File: config.mk
export PLATFORM = sky130hd
export DESIGN_NAME = altf_mag
export DESIGN_NICKNAME = d
export VERILOG_FILES = /design/src/design/altf_mag.sv
export SDC_FILE = /design/constraint.sdc
export NUM_CORES = 2
export LEC_CHECK = 0
export BUFFER_PORTS_ARGS = -buffer_cell sky130_fd_sc_hd__buf_4
export CORE_MARGIN = 5
export CORE_UTILIZATION = 70
export DETAILED_ROUTE_END_ITERATION = 7
export HOLD_SLACK_MARGIN = 0.02
export PLACE_DENSITY = 0.87
export SYNTH_ARGS = -nofsm -noshare
export SYNTH_HDL_FRONTEND = slang
export SYNTH_SLANG_ARGS = --single-unit
File: constraint.sdc
create_clock -name clk_i -period 13.9 [get_ports clk_i]
set_clock_uncertainty 0.1 [all_clocks]
set_input_delay 2.085 -clock clk_i [delete_from_list [all_inputs] [get_ports clk_i]]
set_output_delay 2.085 -clock clk_i [all_outputs]
set_load 0.005 [all_outputs]
File: src/design/altf_mag.sv
// ----------------------------------------------------------------------------
// altf_mag: magnitude of the filtered y and z axes
// Squares both axes, adds them and takes the floor square root one result
// bit per cycle.
// ----------------------------------------------------------------------------
`default_nettype none

module altf_mag #(
  parameter int W = 24
) (
  input  wire                     clk_i,
  input  wire                     rst_ni,
  input  wire                     start_i,
  input  wire logic signed [W-1:0] y_i,
  input  wire logic signed [W-1:0] z_i,
  output logic                    done_o,
  output logic [W-1:0]            mag_o
);

  localparam int CNT_W = $clog2(W);

  localparam logic [1:0] M_IDLE = 2'd0;
  localparam logic [1:0] M_SQR  = 2'd1;
  localparam logic [1:0] M_SUM  = 2'd2;
  localparam logic [1:0] M_ITER = 2'd3;

  logic [1:0]       state_q, state_d;
  logic [CNT_W-1:0] cnt_q, cnt_d;
  logic             done_q, done_d;

  logic [W-1:0]   ay_q, az_q;
  logic [2*W-1:0] sq_y_q, sq_z_q;
  logic [2*W-1:0] rad_q, rad_d;
  logic [W:0]     rem_q, rem_d;
  logic [W-1:0]   root_q, root_d;

  logic [W+2:0]   rem_sh;
  logic [W+2:0]   trial;
  logic           fits;

  assign rem_sh = {rem_q, rad_q[2*W-1 -: 2]};
  assign trial  = {1'b0, root_q, 2'b01};
  assign fits   = rem_sh >= trial;

  always_comb begin
    state_d = state_q;
    cnt_d   = cnt_q;
    done_d  = 1'b0;
    rad_d   = rad_q;
    rem_d   = rem_q;
    root_d  = root_q;
    unique case (state_q)
      M_IDLE: begin
        if (start_i) begin
          state_d = M_SQR;
        end
      end
      M_SQR: begin
        state_d = M_SUM;
      end
      M_SUM: begin
        rad_d   = sq_y_q + sq_z_q;
        rem_d   = '0;
        root_d  = '0;
        cnt_d   = '0;
        state_d = M_ITER;
      end
      M_ITER: begin
        rad_d  = rad_q << 2;
        rem_d  = fits ? (W+1)'(rem_sh - trial) : (W+1)'(rem_sh);
        root_d = {root_q[W-2:0], fits};
        cnt_d  = cnt_q + 1'b1;
        if (cnt_q == CNT_W'(W-1)) begin
          done_d  = 1'b1;
          state_d = M_IDLE;
        end
      end
      default: state_d = M_IDLE;
    endcase
  end

  always_ff @(posedge clk_i or negedge rst_ni) begin
    if (!rst_ni) begin
      state_q <= M_IDLE;
      cnt_q   <= '0;
      done_q  <= 1'b0;
    end else begin
      state_q <= state_d;
      cnt_q   <= cnt_d;
      done_q  <= done_d;
    end
  end

  always_ff @(posedge clk_i) begin
    if (start_i && state_q == M_IDLE) begin
      ay_q <= y_i[W-1] ? W'(-y_i) : W'(y_i);
      az_q <= z_i[W-1] ? W'(-z_i) : W'(z_i);
    end
    sq_y_q <= ay_q * ay_q;
    sq_z_q <= az_q * az_q;
    rad_q  <= rad_d;
    rem_q  <= rem_d;
    root_q <= root_d;
  end

  assign done_o = done_q;
  assign mag_o  = root_q;

endmodule

`default_nettype wire

==> results.py <==
metrics = {
    "floorplan": {
        "die_h_um": 262,
        "io_pins": 76,
        "die-area_mm2": 0.0686,
        "die_w_um": 262,
        "core_area_mm2": 0.0630,
        "core.rowCount": 92,
        "initial_core_util": 0.705,
    },
    "timing": {
        "finalSetupViolCount": 0,
        "period_minus_slack_ps": 8180,
        "post-route-period-util": 0.588,
        "max_freq_ghz": 0.122,
        "drv_slew": 0,
        "worstMarginPinSlew_ps": 1170,
        "maxSlewHeadroom": 0.221,
        "grt_setup_unrepaired": "false",
        "hold_viol": 0,
        "tns_ps": 0,
    },
    "grt": {
        "use_met2": 0.532,
        "grt_pass1_wl_um": 164000,
        "antenna_found_initial": 1,
        "globalRouteTotalUtil": 0.294,
        "grtUsageMet1": 0.363,
        "grt_overflow_total": 0,
        "grt_pass1_vias": 35100,
        "met3_usage": 0.0403,
        "grt-busiest-layer": "met2",
        "grt_max_degree": 98,
    },
    "synth": {
        "yosysTopAreaCell": "fa_1",
        "synth_common_cells": "1246 x inv_1, 844 x fa_1, 442 x nand2_1",
        "synthTopCellsByArea": "fa_1 38%, ha_1 12%, inv_1 11%",
        "netlist.area_leader.share": 0.380,
        "synthCells": 4665,
        "yosysMostFrequentCell": "inv_1",
        "synth_top_family_by_area": "adder cells",
        "avgSynthCellArea_um2": 9.52,
        "synthAdderAreaFrac": 0.503,
        "async_flop_share": 0.0324,
        "synth-seq-cells": 247,
        "synth_compound_area_frac": 0.0806,
        "synth.area.mux_share": 0.00532,
        "ys_warn_count": 0,
        "synth_ff_type": "edfxtp_1",
        "synth_seq_area_share": 0.145,
        "synth_edf_count": 145,
        "synth_area_mm2": 0.0444,
        "synth_fp_nets": 5996,
        "yosysUniqueCellTypes": 84,
        "synth_xor_xnor_area_share": 0.0414,
        "yosys.area_share.simple": 0.108,
    },
    "critical_path": {
        "cpMostUsedCell": "fa_1",
        "path_class": "reg -> reg",
        "reg2reg_from": "ay_q[5]",
        "crit_fanout": 25,
        "slowest_delay_ps": 1100,
        "arrival_ps": 8540,
        "worstSetupStartpoint": "ay_q[5]",
        "slowest_stage": "edfxtp_1",
        "endpoint_kind": "flip-flop",
        "worst_ep_required_time_ps": 14260,
        "startpoint_type": "flip-flop",
        "worstPathCellList": "nand2_1 > fa_1 > inv_1 > fa_1 > inv_1 > fa_1 > inv_1 > fa_1 > fa_1 > fa_1 > inv_1 > fa_1 > inv_1 > ha_1 > and4_1 > and3_1 > and3_1 > nand3_1 > nand4_1 > a221o_1 > a2111oi_2 > o31a_1 > o21ai_1 > xor2_1",
    },
    "cells_and_area": {
        "area_growth_pct": 4.83,
        "antenna_cells": 0,
        "layout.nets": 5989,
        "layout-drive-gt1-share": 0.0391,
        "post-route-util": 0.739,
    },
    "drt": {
        "avgRoutedWirePerCell_um": 17.6,
        "viasPerCell": 5.70,
        "routed_wl_um": 97000,
        "dr.pass1.iters": 5,
        "drc": 0,
        "detailroute.via_count": 31500,
        "dr.first_iter.drc_count": 1951,
        "antenna_left": 0,
    },
    "cts": {
        "cts.sinks": 247,
        "htreeDepth": 1,
        "postCtsSetupBuffers": 0,
        "root_buffer": "clkbuf_16",
        "cts_tree": "built",
        "clk_pin_slew_ps": 70,
        "postCtsHoldBufs": 0,
        "clk_latency_ps": 580,
        "cts_resized": 0,
        "clock_path_buffers": 3,
        "numCtsBuffers": 28,
    },
    "place": {
        "gp_congestion": 0.903,
        "dp_hpwl_um": 78400,
        "port_buffers": 75,
    },
    "flow_run": {
        "cap_violations": 0,
    },
    "run_status": {
        "status": "complete, no violations",
    },
    "min_path": {
        "hold_start": "rad_q[43]",
        "min_path_type": "reg -> reg",
    },
}
==> kinds of logic after synthesis <==
logic type | Yosys count
adder cells (fa/ha/maj) | 1280
flip-flops | 247
AND/OR/NAND/NOR | 998
XOR/XNOR | 210
buffers and inverters | 1379
multiplexers | 23
AO/OA/AOI/OAI | 528
==> critical path: cells and delay by family, from the launching register on <==
kind | cells | cell delay, ps
DFF | 1 | 1100
xor gates and xnor gates | 1 | 150
and+or+nand+nor | 6 | 1060
buffers and inverters | 5 | 280
adders and majority gates | 8 | 3990
AOI/OAI and AO/OA | 4 | 1380
==> layout make-up <==
cell class	count	area (um^2)
clock buffer	39	793
sequential	247	6440
inverter	1247	4680
tap	846	1060
clock inverter	12	72.6
timing repair buffer	95	713
multi-input combinational	3039	32800
fill	4216	16400
==> path summary, 6_finish.rpt <==
kind / to / depth (start not counted) / slack (ps)
setup / recovery: sq_y_q[42] / 24 / 5720
hold / removal: rad_q[45] / 2 / 430
setup reg to reg: sq_y_q[42] / 24 / 5720
hold reg to reg: rad_q[45] / 2 / 430
max in group asynchronous: cnt_q[4] / 1 / 12340
min in group asynchronous: state_q[0] / 1 / 1230
==> sequential cells by signal, indices dropped and copies added (netlist names) <==
name / count
done_o: 1
rem_q: 25
rad_q: 48
state_q: 2
az_q: 24
sq_y_q: 47
ay_q: 24
sq_z_q: 47
mag_o: 24
cnt_q: 5
==> cells in the final DEF, fill, tap and decap left out, types with 8 or more instances in the layout <==
cell	instances
buf_4	95
and4_1	11
o41ai_1	11
and3_1	22
o21ai_0	98
xnor2_1	139
nand4_1	16
o211ai_1	8
nand3_1	28
nand2b_1	19
fa_1	844
a21oi_1	124
or4_1	8
o31ai_1	22
nand2_1	442
a211oi_1	18
nor2_1	144
dfrtp_1	8
clkbuf_16	29
a21o_1	101
ha_1	435
mux2i_1	18
o21a_1	28
edfxtp_1	145
a31oi_1	11
nor2b_1	29
dfxtp_1	94
nor3_1	19
o21bai_1	12
xor2_1	71
inv_1	1245
and2_1	231
o21ai_1	17
==> metal layers <==
layer	vias to the layer above	wire, um	share of wire
met4	2	3890	0.040
li1	14200	-	-
met3	336	6130	0.063
met1	15800	36500	0.38
met5	-	11	0.00011
met2	1181	50500	0.52
==> stage by stage <==
step                      hold slack (ps)  worst slack, ps  std cells  cell area (um^2)
after floorplan                       327             6590       4665             44400
after global placement                402             5940       5474             45700
after detailed placement              413             5770       5474             45700
after CTS                             432             5760       5525             46600
after global routing                  444             5280       5525             46600
final                                 433             5720       5525             46600
Power is left out: the tool's default activity adds up to more than one toggle a clock period on the data nets, which glitch-free logic cannot reach.
